### config.mk
export PLATFORM = sky130hd
export DESIGN_NAME = tptd_fifo
export DESIGN_NICKNAME = d
export VERILOG_FILES = /design/src/tptd_pkg.sv /design/src/tptd_fifo.sv
export SDC_FILE = /design/constraint.sdc
export NUM_CORES = 1
export LEC_CHECK = 0
export ABC_AREA = 1
export ABC_CLOCK_PERIOD_IN_PS = 3600
export BUFFER_PORTS_ARGS = -buffer_cell sky130_fd_sc_hd__clkbuf_2
export CAP_MARGIN = 20
export CORE_MARGIN = 2
export CORE_UTILIZATION = 45
export DETAILED_ROUTE_END_ITERATION = 6
export PLACE_DENSITY = 0.64
export SYNTH_ARGS = -nofsm -noshare
export SYNTH_HDL_FRONTEND = slang
export SYNTH_SLANG_ARGS = --single-unit
export TNS_END_PERCENT = 10
### constraint.sdc
create_clock -name clk -period 3.6 [get_ports clk]
set_clock_uncertainty 0.1 [all_clocks]
set_input_delay 0.18 -clock clk [delete_from_list [all_inputs] [get_ports clk]]
set_output_delay 0.18 -clock clk [all_outputs]
set_load 0.1 [all_outputs]
### src/tptd_pkg.sv
// Package: types, constants and colour decode for the tiled palette texture decoder
package tptd_pkg;

    localparam int DIM_W         = 10;
    localparam int MAX_DIM       = 512;
    localparam int TABLE_ENTRIES = 256;
    localparam int TABLE_AW      = $clog2(TABLE_ENTRIES);
    localparam int FILL_W        = TABLE_AW + 1;
    localparam int PIX_W         = 18;
    localparam int RGBA_W        = 32;
    localparam int Q_DEPTH       = 4;
    localparam int Q_AW          = $clog2(Q_DEPTH);
    localparam int REG_IDX_W     = 2;
    localparam int S_TDATA_W     = 8;
    localparam int M_TDATA_W     = ((PIX_W + RGBA_W + 7) / 8) * 8;

    typedef enum logic [1:0] {
        FMT_ALPHA8,
        FMT_RGB655,
        FMT_ABGR4444,
        FMT_RGBA8888
    } color_fmt_t;

    typedef enum logic {
        LAYOUT_DIRECT,
        LAYOUT_PALETTE
    } layout_t;

    typedef enum logic [REG_IDX_W-1:0] {
        REG_COLOR_FORMAT,
        REG_TILE_LAYOUT,
        REG_IMAGE_WIDTH,
        REG_IMAGE_HEIGHT
    } reg_idx_t;

    typedef struct packed {
        color_fmt_t         color_format;
        layout_t            tile_layout;
        logic [DIM_W-1:0]   image_width;
        logic [DIM_W-1:0]   image_height;
    } cfg_t;

    // One request from the front to the back: a palette write or a pixel
    typedef struct packed {
        logic                is_write;
        logic                is_lookup;
        logic [TABLE_AW-1:0] addr;
        logic [RGBA_W-1:0]   rgba;
        logic [PIX_W-1:0]    pixel_index;
        logic                last;
    } work_t;

    // Red in the low byte, then green, blue, alpha
    function automatic logic [RGBA_W-1:0] decode_color(color_fmt_t fmt,
                                                        logic [23:0] gather,
                                                        logic [7:0] last_byte);
        logic [15:0] v;
        logic [RGBA_W-1:0] res;
        v = {last_byte, gather[7:0]};
        case (fmt)
            FMT_ALPHA8:   res = {last_byte, 8'hFF, 8'hFF, 8'hFF};
            // x8 scaling; red keeps six bits, so its top bit falls off
            FMT_RGB655:   res = {8'hFF, v[15:11], 3'b000, v[10:6], 3'b000,
                                 v[4:0], 3'b000};
            // x17 replicates the nibble
            FMT_ABGR4444: res = {v[15:12], v[15:12], v[11:8], v[11:8],
                                 v[7:4], v[7:4], v[3:0], v[3:0]};
            FMT_RGBA8888: res = {last_byte, gather[23:16], gather[15:8], gather[7:0]};
            default:      res = '0;
        endcase
        return res;
    endfunction

endpackage

### src/tptd_fifo.sv
// Short request queue between front and back
module tptd_fifo (
    input  logic            clk,
    input  logic            rst_n,
    input  logic            push,
    input  tptd_pkg::work_t push_data,
    output logic            full,
    input  logic            pop,
    output tptd_pkg::work_t head,
    output logic            empty
);
    import tptd_pkg::*;

    work_t           entry_reg [Q_DEPTH];
    logic [Q_AW-1:0] wr_ptr_reg, wr_ptr_next;
    logic [Q_AW-1:0] rd_ptr_reg, rd_ptr_next;
    logic [Q_AW:0]   count_reg, count_next;

    assign full  = (count_reg == (Q_AW+1)'(Q_DEPTH));
    assign empty = (count_reg == '0);
    assign head  = entry_reg[rd_ptr_reg];

    always_comb
    begin
        wr_ptr_next = push ? wr_ptr_reg + 1'b1 : wr_ptr_reg;
        rd_ptr_next = pop  ? rd_ptr_reg + 1'b1 : rd_ptr_reg;
        count_next  = count_reg;
        if (push && !pop)
        begin
            count_next = count_reg + 1'b1;
        end
        else if (pop && !push)
        begin
            count_next = count_reg - 1'b1;
        end
    end

    always_ff @(posedge clk or negedge rst_n)
    begin
        if (!rst_n)
        begin
            wr_ptr_reg <= '0;
            rd_ptr_reg <= '0;
            count_reg  <= '0;
        end
        else
        begin
            wr_ptr_reg <= wr_ptr_next;
            rd_ptr_reg <= rd_ptr_next;
            count_reg  <= count_next;
        end
    end

    always_ff @(posedge clk)
    begin
        if (push)
        begin
            entry_reg[wr_ptr_reg] <= push_data;
        end
    end

endmodule

==> impl_table.tex <==
\begin{tabular}{lr}
\hline
Metric & Value \\
\hline
\multicolumn{2}{l}{\textbf{GRT}} \\
\quad Initial antenna violation count & 0 \\
\quad Global routing's busiest layer & met2 \\
\quad Largest net degree at the start of global routing & 107 \\
\quad Global-route usage over all layers & 17.00\% \\
\quad Global-route track usage on met1 & 21.17\% \\
\quad Met2 Track Usage GR & 30.01\% \\
\quad Residual overflow from global routing & 0 \\
\quad Vias in the first global route & 6128 \\
\quad Met3 usage & 3.354\% \\
\quad Wire length of the first global-routing pass & 31820 um \\
\multicolumn{2}{l}{\textbf{Routing}} \\
\quad Avg WL per Cell & 15.82 um \\
\quad Residual antenna-violating net count after detailed routing & 0 \\
\quad Count of vias placed by the detailed router & 6104 \\
\quad Post-route DRC & 0 \\
\quad Iteration-0 DRC Markers & 334 \\
\quad Aggregate routed wire length & 19740 um \\
\quad Number of optimization iterations in the first detailed-route pass & 4 \\
\quad Average via count per standard cell & 4.891 \\
\multicolumn{2}{l}{\textbf{Finish}} \\
\quad Area growth from synthesis to layout & 23.68\% \\
\quad Flip-flop count of the largest register after layout & 244 \\
\quad Antenna diode instance count & 0 \\
\quad Fraction of final layout cells sized beyond drive strength 1 & 18.60\% \\
\quad Count of nets after finishing & 1019 \\
\quad Final core utilization & 56.87\% \\
\quad Area of the multi-input gates & 0.001795 mm2 \\
\quad Seq. cell area & 0.007507 mm2 \\
\quad Count of fill cells added during filler insertion & 1793 \\
\multicolumn{2}{l}{\textbf{Logic synthesis}} \\
\quad Mux cell area share after synthesis & 0\% \\
\quad Gate count after technology mapping & 759 \\
\quad Largest family of logic cells by synthesized area & compound AO/OA/AOI/OAI gates \\
\quad Cell type contributing the most total cell area after synthesis & sky130\_fd\_sc\_hd\_\_edfxtp\_1 \\
\quad Compound-cell area share of the yosys netlist & 9.149\% \\
\quad Synthesized-area fraction occupied by and/or/nand/nor cells & 7.520\% \\
\quad Synthesized area & 0.01007 mm2 \\
\quad Synthesized net count & 830 \\
\quad Fraction of registers with async set/reset & 2.789\% \\
\quad Proportion of netlist area held by the largest area contributor & 72.79\% \\
\quad Sequential area share after synthesis & 74.53\% \\
\quad Yosys warning total & 0 \\
\quad Total of flip-flops plus latches after synthesis & 251 \\
\quad Most used standard cells in the synthesized netlist & 244 x sky130\_fd\_sc\_hd\_\_edfxtp\_1, 196 x sky130\_fd\_sc\_hd\_\_nand2\_1, 133 x sky130\_fd\_sc\_hd\_\_inv\_1 \\
\quad Dominant synthesized flop cell & sky130\_fd\_sc\_hd\_\_edfxtp\_1 \\
\quad Unique masters post-synth & 19 \\
\quad Cell types occupying the most area after synthesis & sky130\_fd\_sc\_hd\_\_edfxtp\_1 73\%, sky130\_fd\_sc\_hd\_\_o211ai\_1 9.1\%, sky130\_fd\_sc\_hd\_\_nand2\_1 7.3\% \\
\quad Dominant cell by count in the synthesized netlist & sky130\_fd\_sc\_hd\_\_edfxtp\_1 \\
\quad EDFF count, synth & 244 \\
\quad Post-Synth Adder-Cell Area & 0.8204\% \\
\quad Average size of a mapped cell & 13.26 um2 \\
\quad Xor and xnor fraction of the mapped netlist area & 0.3480\% \\
\multicolumn{2}{l}{\textbf{Worst setup path}} \\
\quad Required @ worst endpoint & 3.32 ns \\
\quad Startpoint kind of the worst setup timing path & register \\
\quad Type of destination of the critical path & primary output \\
\quad Largest fanout of any net on the critical path & 106 \\
\quad Worst stage delay on the critical path & 0.77 ns \\
\quad Crit path cell chain & buf\_12 -> o211ai\_1 -> nand2\_1 -> clkbuf\_2 \\
\quad Critical path class & reg2out \\
\quad CP Data Arrival Time & 2.55 ns \\
\quad Library cell contributing the largest single delay on the critical path & sky130\_fd\_sc\_hd\_\_dfrtp\_4 \\
\multicolumn{2}{l}{\textbf{Timing}} \\
\quad Period Utilization, post-route & 78.70\% \\
\quad Final max-slew violation count & 0 \\
\quad Post-route minimum period & 2.833 ns \\
\quad Unrepaired setup endpoints after global routing & no \\
\quad Number of endpoints with negative hold slack in the final report & 0 \\
\quad Worst slew slack as a fraction of its limit & 45.96\% \\
\quad Final setup fails & 0 \\
\quad Transition time at the pin with the least slew margin & 0.8107 ns \\
\quad Top achievable clock speed & 352.9 MHz \\
\quad Total negative slack for setup checks & 0 ns \\
\multicolumn{2}{l}{\textbf{Floorplan}} \\
\quad Die outline area & 0.02358 mm2 \\
\quad Area of the placeable core & 0.02189 mm2 \\
\quad Die extent in x & 153.6 um \\
\quad Die Y & 153.6 um \\
\quad Count of pins on the block boundary & 128 \\
\quad Number of rows created at floorplan & 54 \\
\quad Starting utilization of the core area & 45.98\% \\
\multicolumn{2}{l}{\textbf{Clocking}} \\
\quad Total clock sinks & 251 \\
\quad H-Tree Level Count & 1 \\
\quad Clk Latency, worst-skew pair & 0.52 ns \\
\quad Root Buffer Master & sky130\_fd\_sc\_hd\_\_clkbuf\_16 \\
\quad Cts repair resizes & 0 \\
\quad \# Post-CTS Setup Buffers & 0 \\
\quad Buffers from clock root to sink, at most & 3 \\
\quad TritonCTS Buffers & 27 \\
\quad Clock tree from TritonCTS & yes \\
\quad Clock edge transition at the registers on the reported setup and hold paths & 0.06 ns \\
\multicolumn{2}{l}{\textbf{Placed design}} \\
\quad Weighted congestion reported at the end of routability-driven placement & 0.7410 \\
\quad Placed wire-length estimate after detailed placement & 10900 um \\
\quad PortBufs & 127 \\
\multicolumn{2}{l}{\textbf{Status}} \\
\quad Status & finished, final reports clean \\
\multicolumn{2}{l}{\textbf{Job}} \\
\quad Max-cap violations & 0 \\
\multicolumn{2}{l}{\textbf{Hold path}} \\
\quad Type of the worst min-delay path & in2reg \\
\hline
\end{tabular}
[kinds of logic after synthesis]
family | Yosys count
DFF | 251
and+or+nand+nor | 200
buffers and inverters | 175
AOI/OAI and AO/OA | 123
adders and majority gates | 6
xor gates and xnor gates | 4
[through the flow]
step / instances / cell area [um2] / hold WS, ns / worst slack [ns]
2_1_floorplan: 759 / 10070 / -0.2156 / 0.8164
6_report: 1248 / 12450 / 0.3030 / 0.7667
3_5_place_dp: 1134 / 10950 / -0.05650 / 1.299
3_3_place_gp: 1134 / 10950 / -0.06293 / 1.316
4_1_cts: 1248 / 12450 / 0.2896 / 0.7239
5_1_grt: 1248 / 12450 / 0.3034 / 0.5878
[routing by layer]
metal	wire (um)	vias to the layer above
met5	0	-
met4	530	0
met3	883	39
met2	9820	136
met1	8508	2914
li1	-	3015
[worst paths after layout]
check	start	to	slack, ns	cells after the start
min in group asynchronous	rst_n	count_reg[2]$_DFFE_PN0P_	0.53	3
max in group asynchronous	rst_n	rd_ptr_reg[0]$_DFFE_PN0P_	2.55	3
worst min register to register	count_reg[2]$_DFFE_PN0P_	count_reg[2]$_DFFE_PN0P_	0.41	2
worst max-delay path	rd_ptr_reg[0]$_DFFE_PN0P_	head[35]	0.77	4
worst max register to register	wr_ptr_reg[0]$_DFFE_PN0P_	entry_reg[2][0]$_DFFE_PP_	1.60	5
worst min-delay path	push_data[14]	entry_reg[0][14]$_DFFE_PP_	0.30	2
[critical path, delay by kind of cell (launching register included)]
family	cells	cell delay [ns]
simple gates	1	0.14
flops	1	0.77
compound gates	1	0.16
buf+inv	2	0.87
[placed cells by master (no fill, tap or decap), drive strengths merged]
master       count
nand2          196
dlygate4sd3     65
fa               1
xor2             3
inv            135
nand4            1
clkinv          11
buf              9
clkinvlp         1
clkbuf         160
o21ai            1
dfrtp            7
nor3             2
nand3            1
ha               5
o211ai         122
bufinv           3
xnor2            1
edfxtp         244
[area by class of cell]
cell class                 count  share of cell area [%]
clock inverter                16                   1.236
multi-input combinational    333                   14.42
clock buffer                  33                   5.608
timing repair buffer         201                   11.58
tap                          280                   2.814
sequential                   251                   60.30
inverter                     134                   4.040
[repair_timing]
item / in CTS / in global routing
hold endpoints to repair: 255 / 0
setup endpoints to repair: 0 / 0
hold buffers: 65 / 0
Power is not shown: default switching activity piles up to over one toggle a cycle in this logic, so the estimate is an artifact.
