===== src/tptd_pkg.sv =====
// Package: types, constants and colour decode for the tiled palette texture decoder
package tptd_pkg;

    localparam int DIM_W         = 10;
    localparam int MAX_DIM       = 512;
    localparam int TABLE_ENTRIES = 256;
    localparam int TABLE_AW      = $clog2(TABLE_ENTRIES);
    localparam int FILL_W        = TABLE_AW + 1;
    localparam int PIX_W         = 18;
    localparam int RGBA_W        = 32;
    localparam int Q_DEPTH       = 4;
    localparam int Q_AW          = $clog2(Q_DEPTH);
    localparam int REG_IDX_W     = 2;
    localparam int S_TDATA_W     = 8;
    localparam int M_TDATA_W     = ((PIX_W + RGBA_W + 7) / 8) * 8;

    typedef enum logic [1:0] {
        FMT_ALPHA8,
        FMT_RGB655,
        FMT_ABGR4444,
        FMT_RGBA8888
    } color_fmt_t;

    typedef enum logic {
        LAYOUT_DIRECT,
        LAYOUT_PALETTE
    } layout_t;

    typedef enum logic [REG_IDX_W-1:0] {
        REG_COLOR_FORMAT,
        REG_TILE_LAYOUT,
        REG_IMAGE_WIDTH,
        REG_IMAGE_HEIGHT
    } reg_idx_t;

    typedef struct packed {
        color_fmt_t         color_format;
        layout_t            tile_layout;
        logic [DIM_W-1:0]   image_width;
        logic [DIM_W-1:0]   image_height;
    } cfg_t;

    // One request from the front to the back: a palette write or a pixel
    typedef struct packed {
        logic                is_write;
        logic                is_lookup;
        logic [TABLE_AW-1:0] addr;
        logic [RGBA_W-1:0]   rgba;
        logic [PIX_W-1:0]    pixel_index;
        logic                last;
    } work_t;

    // Red in the low byte, then green, blue, alpha
    function automatic logic [RGBA_W-1:0] decode_color(color_fmt_t fmt,
                                                        logic [23:0] gather,
                                                        logic [7:0] last_byte);
        logic [15:0] v;
        logic [RGBA_W-1:0] res;
        v = {last_byte, gather[7:0]};
        case (fmt)
            FMT_ALPHA8:   res = {last_byte, 8'hFF, 8'hFF, 8'hFF};
            // x8 scaling; red keeps six bits, so its top bit falls off
            FMT_RGB655:   res = {8'hFF, v[15:11], 3'b000, v[10:6], 3'b000,
                                 v[4:0], 3'b000};
            // x17 replicates the nibble
            FMT_ABGR4444: res = {v[15:12], v[15:12], v[11:8], v[11:8],
                                 v[7:4], v[7:4], v[3:0], v[3:0]};
            FMT_RGBA8888: res = {last_byte, gather[23:16], gather[15:8], gather[7:0]};
            default:      res = '0;
        endcase
        return res;
    endfunction

endpackage


===== src/tptd_cfg.sv =====
// Configuration register bank
module tptd_cfg (
    input  logic                           clk,
    input  logic                           rst_n,
    input  logic                           cfg_valid,
    input  logic [tptd_pkg::REG_IDX_W-1:0] cfg_index,
    input  logic [tptd_pkg::DIM_W-1:0]     cfg_data,
    output tptd_pkg::cfg_t                 cfg
);
    import tptd_pkg::*;

    cfg_t cfg_reg;
    cfg_t cfg_next;

    always_comb
    begin
        cfg_next = cfg_reg;
        if (cfg_valid)
        begin
            case (reg_idx_t'(cfg_index))
                REG_COLOR_FORMAT: cfg_next.color_format = color_fmt_t'(cfg_data[1:0]);
                REG_TILE_LAYOUT:  cfg_next.tile_layout  = layout_t'(cfg_data[0]);
                REG_IMAGE_WIDTH:  cfg_next.image_width  = cfg_data;
                REG_IMAGE_HEIGHT: cfg_next.image_height = cfg_data;
                default:          cfg_next = cfg_reg;
            endcase
        end
    end

    always_ff @(posedge clk or negedge rst_n)
    begin
        if (!rst_n)
        begin
            cfg_reg.color_format <= FMT_RGBA8888;
            cfg_reg.tile_layout  <= LAYOUT_PALETTE;
            cfg_reg.image_width  <= DIM_W'(MAX_DIM);
            cfg_reg.image_height <= DIM_W'(MAX_DIM);
        end
        else
        begin
            cfg_reg <= cfg_next;
        end
    end

    assign cfg = cfg_reg;

endmodule


===== config.mk =====
export PLATFORM = sky130hd
export DESIGN_NAME = tptd_cfg
export DESIGN_NICKNAME = d
export VERILOG_FILES = /design/src/tptd_pkg.sv /design/src/tptd_cfg.sv
export SDC_FILE = /design/constraint.sdc
export NUM_CORES = 1
export LEC_CHECK = 0
export BUFFER_PORTS_ARGS = -buffer_cell sky130_fd_sc_hd__buf_2
export CAP_MARGIN = 20
export CELL_PAD_IN_SITES_DETAIL_PLACEMENT = 0
export CELL_PAD_IN_SITES_GLOBAL_PLACEMENT = 2
export CORE_UTILIZATION = 28
export DETAILED_ROUTE_END_ITERATION = 16
export GPL_ROUTABILITY_DRIVEN = 0
export PLACE_DENSITY_LB_ADDON = 0.3
export SLEW_MARGIN = 20
export SYNTH_ARGS = -nofsm -noshare
export SYNTH_HDL_FRONTEND = slang
export SYNTH_SLANG_ARGS = --single-unit

===== constraint.sdc =====
create_clock -name clk -period 0.8 [get_ports clk]
set_clock_uncertainty 0.05 [all_clocks]
set_input_delay 0.2 -clock clk [delete_from_list [all_inputs] [get_ports clk]]
set_output_delay 0.2 -clock clk [all_outputs]
set_load 0.05 [all_outputs]

==> reports/results.tsv, run 1 <==
stage	metric	value	unit
power_and_ir_drop	powerDensity	2660	nW/um^2
logic_synthesis	synthDistinctLibCells	8	
clocking	cts_max_level	1	
timing	tightest_slew	267	ps
floorplanning	dieArea	3530	sq um
worst_setup_path	crit_type	flop to primary output	
floorplanning	die_w	59.4	um
power_and_ir_drop	leakage	0.000748	uW
worst_setup_path	crit_family	flip-flops	
run_status	violations	negative setup slack	
logic_synthesis	syn_nets	66	
logic_synthesis	synth-adder-area-share	0	
worst_setup_path	crit_chain	buf_8	
drt	antenna_left	0	
drt	finalWirelength	1.92	mm
floorplanning	io_pins	38	
worst_setup_path	worstPathArrival	1030	ps
place	place_ws	-371	ps
run_status	status	complete, but fails checks	
global_route	track_usage	0.126	
worst_setup_path	startpoint_type	flop	
global_route	grt_pass1_wl	3.16	mm
logic_synthesis	synth_commonest_cells	dfrtp_1, mux2_2, mux2_4	
power_and_ir_drop	power_frac_seq	0.398	
global_route	grt_overflow	0	
layout	nets	118	
min_path	hold_class	input pin to flop	
drt	drcViolationCount	0	
power_and_ir_drop	clkPwrFrac	0.127	
logic_synthesis	synth_top_family_by_area	multiplexers	
place	dp_cells	135	
logic_synthesis	synth.yosys.seq_area_share	0.631	
logic_synthesis	async_flop_share	1.00	
clocking	cts.sinks	23	
drt	wl_per_cell	13.1	um
power_and_ir_drop	swShare	0.379	
floorplanning	start_util	0.300	
clocking	cts_root_buffer	clkbuf_4	
logic_synthesis	synth_mux_area_frac	0.322	
power_and_ir_drop	irDropWorstVdd	1200	uV
layout	area.growth.synth_to_final	68.0	%
logic_synthesis	synthCells	51	
global_route	antenna_found_initial	0	
clocking	numCtsBuffers	3	
logic_synthesis	synth_most_common_cell	dfrtp_1	
logic_synthesis	synth_edf_count	0	
logic_synthesis	ys_ff_latch	23	
global_route	grt_max_degree	24	
timing	grt_setup_unrepaired	yes	
power_and_ir_drop	p_int	2560	uW
power_and_ir_drop	switchingPower	1570	uW
timing	maxSlewViolCount	0	
clocking	ctsLongestPathBuffers	2	
timing	finalSetupViolations	46	
logic_synthesis	yosys.area_share.simple	0.0353	
timing	hold_viol_final	0	
timing	fmax	779	MHz
place	numPortBuffers	37	
drt	viasPerCell	4.19	
worst_setup_path	cp.required	550	ps
flow_run	drv_cap	0	
layout	drive_above_1_share	0.971	
worst_setup_path	crit_fanout	2	
layout	nFillCells	273	
logic_synthesis	synth-xor-area-share	0	
drt	firstDrtPassIters	2	
logic_synthesis	syn_area_per_cell	18.1	sq um
layout	diodes	0	
timing	post-route-period-util	1.60	
logic_synthesis	yosys.area.top_type	dfrtp_1	
global_route	grt_pass1_vias	656	
timing	post-route-min-period	1280	ps
worst_setup_path	cpPeakStageDelay	580	ps
logic_synthesis	synth.area.top_cells	dfrtp_1, mux2_4, mux2_2	
layout	largest_register_ffs	23	
logic_synthesis	ys_warn_count	0	
drt	drtIter0Drc	15	
clocking	clkLatencyLatePin	300	ps
clocking	cts_tree	built	
floorplanning	dieHeight	59.4	um
worst_setup_path	crit_path_top_delay_cell	dfstp_2	
logic_synthesis	synth_compound_area_frac	0	
logic_synthesis	netlist_area	922	sq um
clocking	clkTransAtPathRegs	120	ps
timing	fin_ws	-483	ps
logic_synthesis	ys.flop_type	dfrtp_1	
timing	max-slew-margin-rel	0.821	
drt	vias	612	
worst_setup_path	endpoint_kind	primary output	
place	hpwl	1.27	mm
floorplanning	core-area	3080	sq um
worst_setup_path	path_buf_inv	1	
floorplanning	rows	20	
layout	instances_no_fill	146	
power_and_ir_drop	p_comb_frac	0.475	
logic_synthesis	synth.top_cell.area_share	0.488	
[logic make-up after synthesis]
logic type | after synthesis
buf+inv | 1
mux | 23
simple gates | 4
flops | 23
[power by group through the flow]
| stage | Combinational, uW | Sequential, uW | Clock (uW) |
|---|---|---|---|
| 5_1_grt | 2050 | 1670 | 626 |
| 3_3_place_gp | 1510 | 1590 | 0 |
| 2_1_floorplan | 355 | 2390 | 0 |
| 3_5_place_dp | 1520 | 1590 | 0 |
| 6_report | 1960 | 1640 | 524 |
| 4_1_cts | 1970 | 1640 | 569 |
[metal layers]
layer  up-vias  part of all wire  routed length [um]  track usage
li1        286                 -                   -            -
met1       297              0.47                 904        0.176
met2        29              0.45                 866        0.180
met3         0             0.077                 147       0.0524
met4         0                 0                   0       0.0306
met5         -                 0                   0            0
[per-stage QoR]
step	util	TNS (ps)	cell area (sq um)	power (uW)	hold slack (ps)
global placement	0.414	-8780	1270	3100	96.5
CTS	0.502	-10490	1550	4180	59.7
global route	0.503	-11670	1550	4350	44.3
finish	0.503	-9950	1550	4130	79.4
detailed placement	0.414	-9010	1270	3110	97.1
floorplan	-	-4270	1000	2740	-146
[layout make-up]
class,instances,area [sq um],share of cell area
Sequential cell,23,604,0.390
Timing Repair Buffer,48,472,0.305
Multi-Input combinational cell,27,390,0.252
Tap cell,44,55.1,0.0355
Clock buffer,3,22.5,0.0145
Clock inverter,1,5.00,0.00323
[repair_timing]
action                     4_1_cts  5_1_grt
hold endpoints to repair        23        0
setup endpoints to repair       42       46
gates resized for setup         58        5
pin swaps                        0        0
hold buffers                     1        0
buffers inserted                 6        4
[path summary, 6_finish.rpt]
check,startpoint,endpoint,slack [ps],cells after the start
setup / recovery,cfg[19],cfg[19],-480,1
hold / removal,cfg_data[2],cfg[2],80,2
setup reg to reg,cfg[12],cfg[12],-140,2
hold reg to reg,cfg[1],cfg[1],490,1
max in group asynchronous,rst_n,cfg[22],190,3
min in group asynchronous,rst_n,cfg[8],290,3
[worst register-to-register path: stages, from the launching register on]
cell	delay [ps]
dfrtp_2	440
buf_6	110
mux2_4	250
[layout by cell type, fill, tap and decap left out, drive strengths merged]
cell and count:
clkbuf 3, dlygate4sd3 1, nand3 1, dfstp 5
clkinv 1, buf 47, nor3b 1, mux2 23
nand3b 2, dfrtp 18
No activity file was read; power rests on OpenSTA's default activity.
==> inputs of run 2 (changes only) <==
- SETUP_SLACK_MARGIN: default -> 0.3
==> run 2 against run 1 <==
  * The flow finishes with violations (negative hold slack, negative setup slack)
  * Highest routed layer unchanged
  * Cell area increased by 2.3%
  * Critical endpoint unchanged
  * Sequential power about the same
  * Non-clock buffer count increased by 3
  * Wire length increased by 1.7%
  * Largest power group unchanged
  * Via count increased by 2.9%
==> reports/results.tsv, run 2 (synthesis gave the netlist of run 1 again) <==
stage	metric	value	unit	change
run_status	status	complete, but fails checks		unchanged
run_status	violations	negative hold slack, negative setup slack		was negative setup slack
timing	fmax	779	MHz	about the same
clocking	clkLatencyLatePin	300	ps	about the same
floorplanning	dieArea	3530	sq um	unchanged
place	numPortBuffers	37		unchanged
flow_run	drv_cap	0		unchanged
worst_setup_path	r2r_end	cfg[15]		was cfg[12]
worst_setup_path	timing.critical_path.from	cfg[19]		unchanged
place	hpwl	1.27	mm	unchanged
drt	finalWirelength	1.95	mm	was 1.92 mm
worst_setup_path	startpoint_type	flop		unchanged
drt	vias	630		was 612
worst_setup_path	cp.required	550	ps	about the same
clocking	cts_tree	built		unchanged
layout	area.growth.synth_to_final	71.8	%	was 68.0%
worst_setup_path	cp_num_cells	1		unchanged
timing	post-route-period-util	1.60		about the same
worst_setup_path	crit_fanout	2		unchanged
layout	largest_register_ffs	23		unchanged
power_and_ir_drop	powerDensity	2660	nW/um^2	about the same
timing	tightest_slew	267	ps	unchanged
timing	holdWs	-248	ps	was 79.4 ps
drt	viasPerCell	4.23		was 4.19
worst_setup_path	endpoint_kind	primary output		unchanged
floorplanning	rows	20		unchanged
worst_setup_path	path_buf_inv	1		unchanged
timing	maxSlewViolCount	0		unchanged
worst_setup_path	crit_family	flip-flops		unchanged
timing	grt_setup_unrepaired	yes		unchanged
drt	wl_met2	907	um	was 866 um
drt	firstDrtPassIters	2		unchanged
global_route	grt_pass1_wl	3.13	mm	was 3.16 mm
drt	met1_length	894	um	was 904 um
layout	nets	121		was 118
clocking	cts.sinks	23		unchanged
power_and_ir_drop	leakage	0.000768	uW	was 0.000748 uW
worst_setup_path	crit_chain	buf_8		unchanged
min_path	hold_class	input pin to asynchronous set/reset pin		was input pin to flop
worst_setup_path	cpPeakStageDelay	580	ps	about the same
timing	post-route-min-period	1280	ps	about the same
power_and_ir_drop	irDropWorstVdd	1200	uV	about the same
clocking	cts_root_buffer	clkbuf_4		unchanged
clocking	ctsLongestPathBuffers	2		unchanged
clocking	clkTransAtPathRegs	120	ps	about the same
global_route	antenna_found_initial	0		unchanged
floorplanning	io_pins	38		unchanged
worst_setup_path	endpoint	cfg[19]		unchanged
worst_setup_path	reg2reg_slack	-240	ps	was -140 ps
global_route	grt_overflow	0		unchanged
floorplanning	dieHeight	59.4	um	unchanged
clocking	numCtsBuffers	3		unchanged
layout	drive_above_1_share	0.981		was 0.971
layout	diodes	0		unchanged
drt	dr_wl_met3	149	um	was 147 um
timing	hold_viol_final	23		was 0
layout	final_cell_mix	buf_6, mux2_4, dfrtp_2, buf_2		unchanged
clocking	cts_max_level	1		unchanged
global_route	track_usage	0.125		was 0.126
drt	antenna_left	0		unchanged
drt	routed.top_layer	met3		unchanged
worst_setup_path	r2r_start	cfg[15]		was cfg[12]
timing	max-slew-margin-rel	0.821		unchanged
worst_setup_path	crit_type	flop to primary output		unchanged
worst_setup_path	worstPathArrival	1030	ps	about the same
global_route	grt_pass1_vias	650		was 656
layout	final_common_cell	buf_6		unchanged
power_and_ir_drop	total_power	4210	uW	was 4130 uW
worst_setup_path	rr_worst_depth	3		was 2
drt	drtIter0Drc	15		unchanged
timing	finalSetupViolations	46		unchanged
timing	fin_ws	-483	ps	about the same
worst_setup_path	crit_path_top_delay_cell	dfstp_2		unchanged
drt	drcViolationCount	0		unchanged
drt	wl_per_cell	13.1	um	about the same
floorplanning	core-area	3080	sq um	unchanged
floorplanning	die_w	59.4	um	unchanged
global_route	grt_max_degree	24		unchanged
place	place_ws	-371	ps	unchanged
floorplanning	start_util	0.300		unchanged
-- run 2: per-stage QoR --
step	cells	setup TNS (ps)	hold WS [ps]	instance area, sq um	util
finish	149	-10330	-248	1580	0.515
global route	149	-12060	-271	1580	0.515
CTS	145	-10500	-262	1540	0.500
detailed placement	135	-9010	97.1	1270	0.414
global placement	135	-8780	96.5	1270	0.414
floorplan	51	-4270	-146	1000	-
-- run 2: timing repair --
| action | 4_1_cts | 5_1_grt |
|---|---|---|
| endpoints found under the hold margin | 23 | 23 |
| cloned | 0 | 0 |
| buffers inserted | 6 | 4 |
| gates resized for setup | 59 | 4 |
| endpoints found under the setup margin | 46 | 46 |
-- run 2: how the worst min path moves through the flow --
stage	to	slack, ps
2_1_floorplan	cfg[0]	-150
3_3_place_gp	cfg[4]	100
3_5_place_dp	cfg[14]	100
4_1_cts	cfg[14]	-260
5_1_grt	cfg[8]	-270
6_report	cfg[8]	-250
-- run 2: power by group --
part           switching (uW)  total (uW)  leakage [uW]  internal (uW)
sequential                190        1640      0.000247           1450
combinational            1060        2040      0.000504            987
clock                     334         521     0.0000177            187
total                    1580        4210      0.000768           2630
-- run 2: layer usage --
layer | up-vias | GRT usage
li1 | 291 | -
met1 | 310 | 0.170
met2 | 29 | 0.183
met3 | 0 | 0.0524
met4 | 0 | 0.0306
met5 | - | 0
-- run 2: layout make-up --
cell class | instances | area, sq um
clock buffers | 3 | 22.5
fillers | 273 | 1490
clock inverters | 1 | 5.00
repair buffers | 51 | 507
flip-flops and latches | 23 | 604
multi-input cells | 27 | 390
well taps | 44 | 55.1
