`config.mk`:
```
export PLATFORM = sky130hd
export DESIGN_NAME = tptd_front
export DESIGN_NICKNAME = d
export VERILOG_FILES = /design/src/tptd_pkg.sv /design/src/tptd_front.sv
export SDC_FILE = /design/constraint.sdc
export NUM_CORES = 1
export LEC_CHECK = 0
export BUFFER_PORTS_ARGS = -buffer_cell sky130_fd_sc_hd__clkbuf_2
export CORE_ASPECT_RATIO = 1.1
export CORE_MARGIN = 4
export CORE_UTILIZATION = 43
export CTS_CLUSTER_SIZE = 20
export DETAILED_ROUTE_END_ITERATION = 6
export MAX_ROUTING_LAYER = met4
export SYNTH_ARGS = -nofsm -noshare
export SYNTH_HDL_FRONTEND = slang
export SYNTH_SLANG_ARGS = --single-unit
```
`constraint.sdc`:
```
create_clock -name clk -period 11.3 [get_ports clk]
set_input_delay 2.26 -clock clk [delete_from_list [all_inputs] [get_ports clk]]
set_output_delay 2.26 -clock clk [all_outputs]
set_load 0.03 [all_outputs]
```
`src/tptd_pkg.sv`:
```
// Package: types, constants and colour decode for the tiled palette texture decoder
package tptd_pkg;

    localparam int DIM_W         = 10;
    localparam int MAX_DIM       = 512;
    localparam int TABLE_ENTRIES = 256;
    localparam int TABLE_AW      = $clog2(TABLE_ENTRIES);
    localparam int FILL_W        = TABLE_AW + 1;
    localparam int PIX_W         = 18;
    localparam int RGBA_W        = 32;
    localparam int Q_DEPTH       = 4;
    localparam int Q_AW          = $clog2(Q_DEPTH);
    localparam int REG_IDX_W     = 2;
    localparam int S_TDATA_W     = 8;
    localparam int M_TDATA_W     = ((PIX_W + RGBA_W + 7) / 8) * 8;

    typedef enum logic [1:0] {
        FMT_ALPHA8,
        FMT_RGB655,
        FMT_ABGR4444,
        FMT_RGBA8888
    } color_fmt_t;

    typedef enum logic {
        LAYOUT_DIRECT,
        LAYOUT_PALETTE
    } layout_t;

    typedef enum logic [REG_IDX_W-1:0] {
        REG_COLOR_FORMAT,
        REG_TILE_LAYOUT,
        REG_IMAGE_WIDTH,
        REG_IMAGE_HEIGHT
    } reg_idx_t;

    typedef struct packed {
        color_fmt_t         color_format;
        layout_t            tile_layout;
        logic [DIM_W-1:0]   image_width;
        logic [DIM_W-1:0]   image_height;
    } cfg_t;

    // One request from the front to the back: a palette write or a pixel
    typedef struct packed {
        logic                is_write;
        logic                is_lookup;
        logic [TABLE_AW-1:0] addr;
        logic [RGBA_W-1:0]   rgba;
        logic [PIX_W-1:0]    pixel_index;
        logic                last;
    } work_t;

    // Red in the low byte, then green, blue, alpha
    function automatic logic [RGBA_W-1:0] decode_color(color_fmt_t fmt,
                                                        logic [23:0] gather,
                                                        logic [7:0] last_byte);
        logic [15:0] v;
        logic [RGBA_W-1:0] res;
        v = {last_byte, gather[7:0]};
        case (fmt)
            FMT_ALPHA8:   res = {last_byte, 8'hFF, 8'hFF, 8'hFF};
            // x8 scaling; red keeps six bits, so its top bit falls off
            FMT_RGB655:   res = {8'hFF, v[15:11], 3'b000, v[10:6], 3'b000,
                                 v[4:0], 3'b000};
            // x17 replicates the nibble
            FMT_ABGR4444: res = {v[15:12], v[15:12], v[11:8], v[11:8],
                                 v[7:4], v[7:4], v[3:0], v[3:0]};
            FMT_RGBA8888: res = {last_byte, gather[23:16], gather[15:8], gather[7:0]};
            default:      res = '0;
        endcase
        return res;
    endfunction

endpackage

```
`src/tptd_front.sv`:
```
// Front: byte assembly, palette fill count, tile walk and raster index
module tptd_front (
    input  logic            clk,
    input  logic            rst_n,
    input  tptd_pkg::cfg_t  cfg,
    input  logic            s_tvalid,
    output logic            s_tready,
    input  logic [7:0]      data_byte,
    input  logic            frame_start,
    input  logic            q_full,
    output logic            push,
    output tptd_pkg::work_t push_data
);
    import tptd_pkg::*;

    logic [23:0]       gather_reg, gather_next, gather_e;
    logic [1:0]        phase_reg, phase_next, phase_e;
    logic [FILL_W-1:0] fill_reg, fill_next, fill_e;
    logic [3:0]        col_reg, col_next, col_e;
    logic [2:0]        row_reg, row_next, row_e;
    logic [5:0]        tcol_reg, tcol_next, tcol_e;
    logic [5:0]        trow_reg, trow_next, trow_e;
    logic              done_reg, done_next, done_e;

    logic              accept;
    logic [DIM_W-1:0]  w_c, h_c;
    logic [4:0]        tile_w;
    logic [6:0]        tiles_x, tiles_y;
    logic              can_emit;
    logic [2:0]        need;
    logic [RGBA_W-1:0] decoded;

    logic [4:0]        col_inc;
    logic [3:0]        row_inc;
    logic [6:0]        tcol_inc, trow_inc;
    logic [3:0]        adv_col;
    logic [2:0]        adv_row;
    logic [5:0]        adv_tcol, adv_trow;
    logic              adv_last;

    logic [8:0]        row_pos;
    logic [9:0]        col_pos;
    logic [18:0]       prod;
    logic [18:0]       pix_sum;

    logic              emit_req;
    logic              emit_lookup;
    logic [RGBA_W-1:0] emit_rgba;

    assign s_tready = !q_full;
    assign accept   = s_tvalid && !q_full;

    // Start of frame clears the running state before this byte is used
    assign gather_e = frame_start ? '0 : gather_reg;
    assign phase_e  = frame_start ? '0 : phase_reg;
    assign fill_e   = frame_start ? '0 : fill_reg;
    assign col_e    = frame_start ? '0 : col_reg;
    assign row_e    = frame_start ? '0 : row_reg;
    assign tcol_e   = frame_start ? '0 : tcol_reg;
    assign trow_e   = frame_start ? '0 : trow_reg;
    assign done_e   = frame_start ? 1'b0 : done_reg;

    assign w_c = (cfg.image_width  > DIM_W'(MAX_DIM)) ? DIM_W'(MAX_DIM) : cfg.image_width;
    assign h_c = (cfg.image_height > DIM_W'(MAX_DIM)) ? DIM_W'(MAX_DIM) : cfg.image_height;

    always_comb
    begin
        if (cfg.tile_layout == LAYOUT_PALETTE)
        begin
            tile_w  = 5'd16;
            tiles_x = {1'b0, w_c[9:4]};
            col_pos = {tcol_e, col_e};
        end
        else
        begin
            tile_w  = 5'd8;
            tiles_x = w_c[9:3];
            col_pos = {1'b0, tcol_e, 3'b000} + {6'b0, col_e};
        end
        tiles_y  = h_c[9:3];
        can_emit = !done_e && (tiles_x != '0) && (tiles_y != '0);
    end

    always_comb
    begin
        case (cfg.color_format)
            FMT_ALPHA8:   need = 3'd1;
            FMT_RGBA8888: need = 3'd4;
            default:      need = 3'd2;
        endcase
    end

    assign decoded = decode_color(cfg.color_format, gather_e, data_byte);

    assign row_pos = {trow_e, row_e};
    assign prod    = 19'(row_pos) * 19'(w_c);
    assign pix_sum = prod + {9'b0, col_pos};

    // Tile walk: columns, rows of a tile, tiles across, tiles down
    always_comb
    begin
        col_inc  = {1'b0, col_e} + 5'd1;
        row_inc  = {1'b0, row_e} + 4'd1;
        tcol_inc = {1'b0, tcol_e} + 7'd1;
        trow_inc = {1'b0, trow_e} + 7'd1;
        adv_col  = col_inc[3:0];
        adv_row  = row_e;
        adv_tcol = tcol_e;
        adv_trow = trow_e;
        adv_last = 1'b0;
        if (col_inc >= tile_w)
        begin
            adv_col = '0;
            if (row_inc >= 4'd8)
            begin
                adv_row = '0;
                if (tcol_inc >= tiles_x)
                begin
                    adv_tcol = '0;
                    if (trow_inc >= tiles_y)
                    begin
                        adv_trow = '0;
                        adv_last = 1'b1;
                    end
                    else
                    begin
                        adv_trow = trow_inc[5:0];
                    end
                end
                else
                begin
                    adv_tcol = tcol_inc[5:0];
                end
            end
            else
            begin
                adv_row = row_inc[2:0];
            end
        end
    end

    always_comb
    begin
        gather_next = gather_reg;
        phase_next  = phase_reg;
        fill_next   = fill_reg;
        col_next    = col_reg;
        row_next    = row_reg;
        tcol_next   = tcol_reg;
        trow_next   = trow_reg;
        done_next   = done_reg;
        push        = 1'b0;
        push_data   = '0;
        emit_req    = 1'b0;
        emit_lookup = 1'b0;
        emit_rgba   = '0;
        if (accept)
        begin
            gather_next = gather_e;
            phase_next  = phase_e;
            fill_next   = fill_e;
            col_next    = col_e;
            row_next    = row_e;
            tcol_next   = tcol_e;
            trow_next   = trow_e;
            done_next   = done_e;
            if (cfg.tile_layout == LAYOUT_PALETTE && fill_e[FILL_W-1])
            begin
                emit_req    = 1'b1;
                emit_lookup = 1'b1;
            end
            else if (!(done_e && cfg.tile_layout == LAYOUT_DIRECT))
            begin
                if (({1'b0, phase_e} + 3'd1) < need)
                begin
                    case (phase_e)
                        2'd0:    gather_next = {gather_e[23:8], data_byte};
                        2'd1:    gather_next = {gather_e[23:16], data_byte, gather_e[7:0]};
                        2'd2:    gather_next = {data_byte, gather_e[15:0]};
                        default: gather_next = gather_e;
                    endcase
                    phase_next = phase_e + 2'd1;
                end
                else
                begin
                    gather_next = '0;
                    phase_next  = '0;
                    if (cfg.tile_layout == LAYOUT_PALETTE)
                    begin
                        push               = 1'b1;
                        push_data.is_write = 1'b1;
                        push_data.addr     = fill_e[TABLE_AW-1:0];
                        push_data.rgba     = decoded;
                        fill_next          = fill_e + 1'b1;
                    end
                    else
                    begin
                        emit_req  = 1'b1;
                        emit_rgba = decoded;
                    end
                end
            end
            if (emit_req && can_emit)
            begin
                push                  = 1'b1;
                push_data.is_lookup   = emit_lookup;
                push_data.addr        = data_byte;
                push_data.rgba        = emit_rgba;
                push_data.pixel_index = pix_sum[PIX_W-1:0];
                push_data.last        = adv_last;
                col_next              = adv_col;
                row_next              = adv_row;
                tcol_next             = adv_tcol;
                trow_next             = adv_trow;
                done_next             = done_e || adv_last;
            end
        end
    end

    always_ff @(posedge clk or negedge rst_n)
    begin
        if (!rst_n)
        begin
            gather_reg <= '0;
            phase_reg  <= '0;
            fill_reg   <= '0;
            col_reg    <= '0;
            row_reg    <= '0;
            tcol_reg   <= '0;
            trow_reg   <= '0;
            done_reg   <= 1'b0;
        end
        else
        begin
            gather_reg <= gather_next;
            phase_reg  <= phase_next;
            fill_reg   <= fill_next;
            col_reg    <= col_next;
            row_reg    <= row_next;
            tcol_reg   <= tcol_next;
            trow_reg   <= trow_next;
            done_reg   <= done_next;
        end
    end

endmodule

```
==> results of run 1 <==
==> final cells by class <==
class | instances | area [sq um]
Timing Repair Buffer | 109 | 573
Multi-Input combinational cell | 820 | 6130
Clock inverter | 3 | 46.3
Fill cell | 1864 | 9500
Tap cell | 243 | 304
Clock buffer | 5 | 125
Sequential cell | 55 | 1380
Inverter | 95 | 357
==> synthesized netlist by cell type, drive strengths merged, types with 11 or more instances <==
cell type | instances | area (sq um)
a21oi | 51 | 259
fa | 62 | 1240
inv | 93 | 349
clkbuf | 37 | 139
nor2b | 29 | 189
nand3 | 21 | 105
ha | 86 | 1080
nor2 | 136 | 513
xnor2 | 18 | 158
a22oi | 17 | 128
nor3 | 15 | 86.3
and2 | 11 | 68.8
nand2 | 126 | 473
o21ai | 73 | 369
nand2b | 32 | 200
dfrtp | 55 | 1380
==> final timing paths <==
check,endpoint,slack [ns],startpoint
max,push_data[18],1.09,cfg[19]
min,row_reg[2],0.47,row_reg[2]
max reg2reg,done_reg,7.90,tcol_reg[0]
min reg2reg,row_reg[2],0.47,row_reg[2]
max in group asynchronous,trow_reg[2],8.68,rst_n
min in group asynchronous,gather_reg[9],2.10,rst_n
==> worst register-to-register path: stages (launching register included) <==
cell     delay [ns]
dfrtp_1        0.41
nor2b_1        0.41
ha_1           0.35
nand3_1        0.16
xor2_1         0.20
nor2_1         0.07
ha_1           0.30
o211a_1        0.15
a221o_1        0.31
a31oi_2        0.45
or4_4          0.28
nor3_4         0.06
a21o_1         0.17
==> per-layer routing <==
metal | share of wire, % | vias up | global-route usage (%)
met4 | 1.8 | 0 | 5.19
li1 | - | 3610 | -
met5 | 0 | - | -
met3 | 4.4 | 31 | 1.82
met2 | 50 | 214 | 38.5
met1 | 44 | 3532 | 28.0
==> power groups by stage <==
stage               Sequential [mW]  Clock, mW  Combinational [mW]
floorplan                     0.240          0               0.158
global placement              0.247          0               0.217
detailed placement            0.247          0               0.219
CTS                           0.244      0.190               0.220
global route                  0.247      0.197               0.246
finish                        0.244      0.183               0.220
==> per-stage QoR <==
stage	area [sq um]	hold WS (ns)
2_1_floorplan	8070	0.431
3_3_place_gp	8740	0.460
3_5_place_dp	8740	0.453
4_1_cts	8910	0.466
5_1_grt	8910	0.487
6_report	8910	0.467
==> kinds of logic after synthesis <==
family	share of synthesized area, %
xor+xnor	2.61
compound gates	19.0
buf+inv	6.93
fa+ha+maj	28.7
flops	17.1
simple gates	24.5
mux	1.16
==> impl_metrics.py, run 1 <==
metrics = {
    "outcome": {
        "status": "finished clean",
    },
    "critical_path": {
        "path_delay_family": "adder cells",
        "worstPathRequired_ns": 9.04,
        "critical_path_buf_inv_count": 7,
        "worstPathCellList": "clkbuf_2 > nor2b_1 > nand2_1 > fa_1 > inv_1 > fa_1 > inv_1 > fa_1 > inv_1 > fa_1 > inv_1 > fa_1 > inv_1 > ha_1 > o21a_1 > o2111ai_1 > and2_1 > nor2_1 > a2111o_1 > o21ai_1 > clkbuf_2",
        "max_stage_delay_ns": 0.53,
        "startpoint_type": "input port",
        "r2r_cells": 12,
        "cp_max_fo": 33,
        "cp_slowest_cell": "fa_1",
        "arrival_ns": 7.95,
        "path_depth": 21,
        "end_kind": "primary output",
        "worstSetupPathType": "input port to primary output",
    },
    "pwr": {
        "p_total_mw": 0.647,
        "clockPowerShare_pct": 28.3,
        "p_int_mw": 0.398,
        "p_leak_nw": 4.40,
        "comb_power_share_pct": 34.0,
        "switchingPower_mw": 0.248,
        "peakVddDrop_mv": 0.0617,
        "swShare_pct": 38.4,
        "pwr-share-seq_pct": 37.7,
        "power_density_nw_per_um2": 72.5,
    },
    "grt": {
        "grt_pass1_vias": 7147,
        "grt_max_degree": 56,
        "track_usage_pct": 22.0,
        "grt_pass1_wl_mm": 37.1,
        "grt-ovfl-total": 0,
        "antenna_found_initial": 0,
    },
    "clocking": {
        "postCtsSetupRepairBufs": 0,
        "clkSinkCount": 55,
        "tritoncts": "yes",
        "cts_inserted_buffers": 5,
        "cts_max_path_buffers": 2,
        "cts_hold_buf": 0,
        "cts_max_level": 2,
        "ctsResizeCount": 0,
        "cts-root-buf": "clkbuf_16",
        "clock_latency_ns": 0.30,
        "clk_pin_slew_worst_paths_ns": 0.07,
    },
    "sta": {
        "fmax_ghz": 0.0979,
        "setup_viol": 0,
        "slew_viol_final": 0,
        "final.setup.tns_ns": 0,
        "max_slew_margin_pct": 37.0,
        "fin_crit_ns": 10.21,
        "rsz0062_at_grt": "no",
        "worst_slack_ns": 1.09,
        "fin_skew_ns": 0.00405,
        "worstMarginPinSlew_ns": 0.937,
        "min_period_over_period_pct": 90.4,
        "hold_violations": 0,
    },
    "route": {
        "drc_errors": 0,
        "vias": 7387,
        "vias_per_cell": 5.55,
        "firstDrtPassIters": 7,
        "postRouteAntennaNets": 0,
        "postRouteWirelength_mm": 22.4,
        "wl_per_cell_microns": 16.9,
        "drt_iter0_drc": 416,
    },
    "finish": {
        "antenna_cells": 0,
        "layout_common_cells": "135 x nor2_1, 126 x nand2_1, 98 x clkbuf_2",
        "drive_gt1_share_pct": 13.0,
        "area_growth_pct": 10.5,
        "finish.utilization_pct": 48.4,
        "layout.cells.non_filler": 1330,
        "largest_register_ff_count": 24,
        "nets": 1270,
        "final_common_cell": "nor2_1",
    },
    "die": {
        "num_io_pins": 99,
        "start_util_pct": 43.8,
        "core_sq_um": 18400,
        "row_count": 52,
        "die_x_microns": 139,
        "die-area_sq_um": 21000,
        "fp.dieH_microns": 152,
    },
    "worst_hold_path": {
        "min_path_type": "register to register",
        "whs_path_depth": 1,
    },
    "placed_design": {
        "dp_cells": 1322,
        "hpwl_mm": 18.0,
        "gp_congestion": 0.899,
        "dp_worst_setup_slack_ns": 1.11,
        "portBuffers": 98,
    },
    "synth": {
        "yosys_warnings": 0,
        "synthArstFlopShare_pct": 100,
        "postSynthCellCount": 1016,
        "synth_seq_cells": 55,
        "yosysUniqueCellTypes": 77,
        "syn_area_sq_um": 8070,
        "ys_seq_area_share_pct": 17.1,
        "synth_fp_nets": 1200,
        "synth_edf_count": 0,
        "synth.avg_cell_area_sq_um": 7.94,
        "ys.flop_type": "dfrtp_1",
    },
    "job": {
        "cap_violations": 0,
    },
}
Power figures use the tool's default switching activity.
==> run 2: changes to the inputs <==
CELL_PAD_IN_SITES_DETAIL_PLACEMENT = 1   (was unset)
CELL_PAD_IN_SITES_GLOBAL_PLACEMENT = 1   (was unset)
PLACE_DENSITY_LB_ADDON = 0.1   (was unset)
==> impl_metrics.py, run 2 (synthesized netlist as in run 1, its figures left out) <==
metrics = {
    "critical_path": {
        "path_depth": 19,
        "worstSetupPathType": "input port to primary output",
        "critical_path_buf_inv_count": 5,
        "worstPathRequired_ns": 9.04,
        "cp_max_fo": 24,
        "startpoint_type": "input port",
        "crit_end": "push_data[18]",
        "end_kind": "primary output",
        "r2r_cells": 12,
        "r2r_slack_ns": 7.82,
        "r2r_end": "done_reg",
        "path_delay_family": "adder cells",
        "r2r-start": "tcol_reg[0]",
        "worstPathCellList": "clkbuf_2 > nor2b_1 > nand2_1 > fa_1 > fa_1 > inv_1 > fa_1 > fa_1 > inv_1 > fa_1 > inv_1 > ha_1 > o21a_1 > o2111ai_1 > and2_1 > nor2_1 > a2111o_1 > o21ai_1 > clkbuf_2",
        "max_stage_delay_ns": 0.60,
        "arrival_ns": 8.09,
        "cp_slowest_cell": "nor2b_1",
        "crit_start": "frame_start",
        "critical_path.most_common_cell": "fa_1",
    },
    "pwr": {
        "p_leak_nw": 4.40,
        "power_density_nw_per_um2": 71.9,
        "peakVddDrop_mv": 0.0756,
    },
    "placed_design": {
        "hpwl_mm": 20.7,
        "place_area_sq_um": 8750,
        "dp_cells": 1323,
        "portBuffers": 98,
        "gp_congestion": 0.871,
    },
    "grt": {
        "antenna_found_initial": 0,
        "grt_pass1_wl_mm": 41.3,
        "grt_pass1_vias": 7984,
        "track_usage_pct": 24.8,
        "grt-ovfl-total": 0,
        "grt_max_degree": 56,
    },
    "die": {
        "core_sq_um": 18400,
        "fp.dieH_microns": 152,
        "row_count": 52,
        "start_util_pct": 43.8,
        "num_io_pins": 99,
        "die-area_sq_um": 21000,
        "die_x_microns": 139,
    },
    "route": {
        "wl_per_cell_microns": 18.9,
        "drt_iter0_drc": 334,
        "drc_errors": 0,
        "vias_per_cell": 5.63,
        "firstDrtPassIters": 5,
        "postRouteWirelength_mm": 25.1,
        "postRouteAntennaNets": 0,
        "vias": 7499,
    },
    "worst_hold_path": {
        "min_path_type": "register to register",
        "whs_path_depth": 2,
    },
    "clocking": {
        "ctsResizeCount": 0,
        "clkSinkCount": 55,
        "tritoncts": "yes",
        "cts_hold_buf": 0,
        "clk_pin_slew_worst_paths_ns": 0.09,
        "cts-root-buf": "clkbuf_16",
        "cts_max_level": 2,
        "clock_latency_ns": 0.31,
        "postCtsSetupRepairBufs": 0,
        "cts_inserted_buffers": 5,
        "cts_max_path_buffers": 2,
    },
    "finish": {
        "nets": 1271,
        "post-route-cell-area_sq_um": 8910,
        "fill_cells": 2358,
        "drive_gt1_share_pct": 13.1,
        "area_growth_pct": 10.4,
        "layout.cells.non_filler": 1331,
        "largest_register_ff_count": 24,
        "layout_common_cells": "135 x nor2_1, 126 x nand2_1, 98 x clkbuf_2",
        "antenna_cells": 0,
        "final_common_cell": "nor2_1",
    },
    "sta": {
        "slew_viol_final": 0,
        "worstMarginPinSlew_ns": 1.08,
        "fmax_ghz": 0.0966,
        "min_period_over_period_pct": 91.6,
        "fin_skew_ns": 0.0115,
        "final.setup.tns_ns": 0,
        "max_slew_margin_pct": 27.2,
        "hold_violations": 0,
        "fin_crit_ns": 10.35,
        "rsz0062_at_grt": "no",
        "setup_viol": 0,
    },
    "outcome": {
        "status": "finished clean",
    },
    "job": {
        "cap_violations": 0,
    },
}
## run 2: changes by cell type in the layout (fill, tap and decap cells not counted), sizes merged
cell / change
buf: +1
bufinv: -1
clkinvlp: -1
clkinv: +2
## run 2: worst min path at each step
stage / slack (ns) / startpoint / endpoint
floorplan: 0.43 / row_reg[2] / row_reg[2]
global placement: 0.47 / gather_reg[13] / gather_reg[13]
detailed placement: 0.47 / gather_reg[13] / gather_reg[13]
CTS: 0.49 / gather_reg[13] / gather_reg[13]
global route: 0.52 / gather_reg[9] / gather_reg[9]
finish: 0.49 / gather_reg[11] / gather_reg[11]
## run 2: area by class of cell
| class | instances | area (sq um) | area share, % |
|---|---|---|---|
| multi-input combinational | 820 | 6130 | 68.8 |
| inverter | 95 | 357 | 4.00 |
| tap | 243 | 304 | 3.41 |
| clock buffer | 5 | 125 | 1.40 |
| sequential | 55 | 1380 | 15.4 |
| clock inverter | 3 | 33.8 | 0.379 |
| timing repair buffer | 110 | 581 | 6.52 |
## run 2: tightest hold or removal path, cell delays in order (launching register included)
cell,delay [ns]
dfrtp_1,0.35
nand2_1,0.05
o21ai_0,0.06
## run 2: where the power goes
group / total, mW / switching [mW] / internal, mW / leakage [nW]
combinational: 0.221 / 0.148 / 0.0729 / 3.58
sequential: 0.248 / 0.0281 / 0.220 / 0.745
clock: 0.171 / 0.0855 / 0.0857 / 0.0772
## run 2: per-stage QoR
step           power [mW]  utilization (%)  hold slack, ns  setup slack, ns
5_1_grt             0.680             48.4           0.524            0.676
6_report            0.641             48.4           0.488            0.951
3_3_place_gp        0.470             47.5           0.465            0.969
2_1_floorplan       0.397                -           0.431             1.47
4_1_cts             0.645             48.4           0.492            0.912
3_5_place_dp        0.474             47.5           0.472            0.928
## run 2: layer usage
layer	up-vias	track usage [%]	share of wire (%)
li1	3600	-	-
met3	53	2.42	3.0
met4	0	9.59	4.1
met2	146	45.9	52
met1	3700	27.9	41
met5	-	-	0
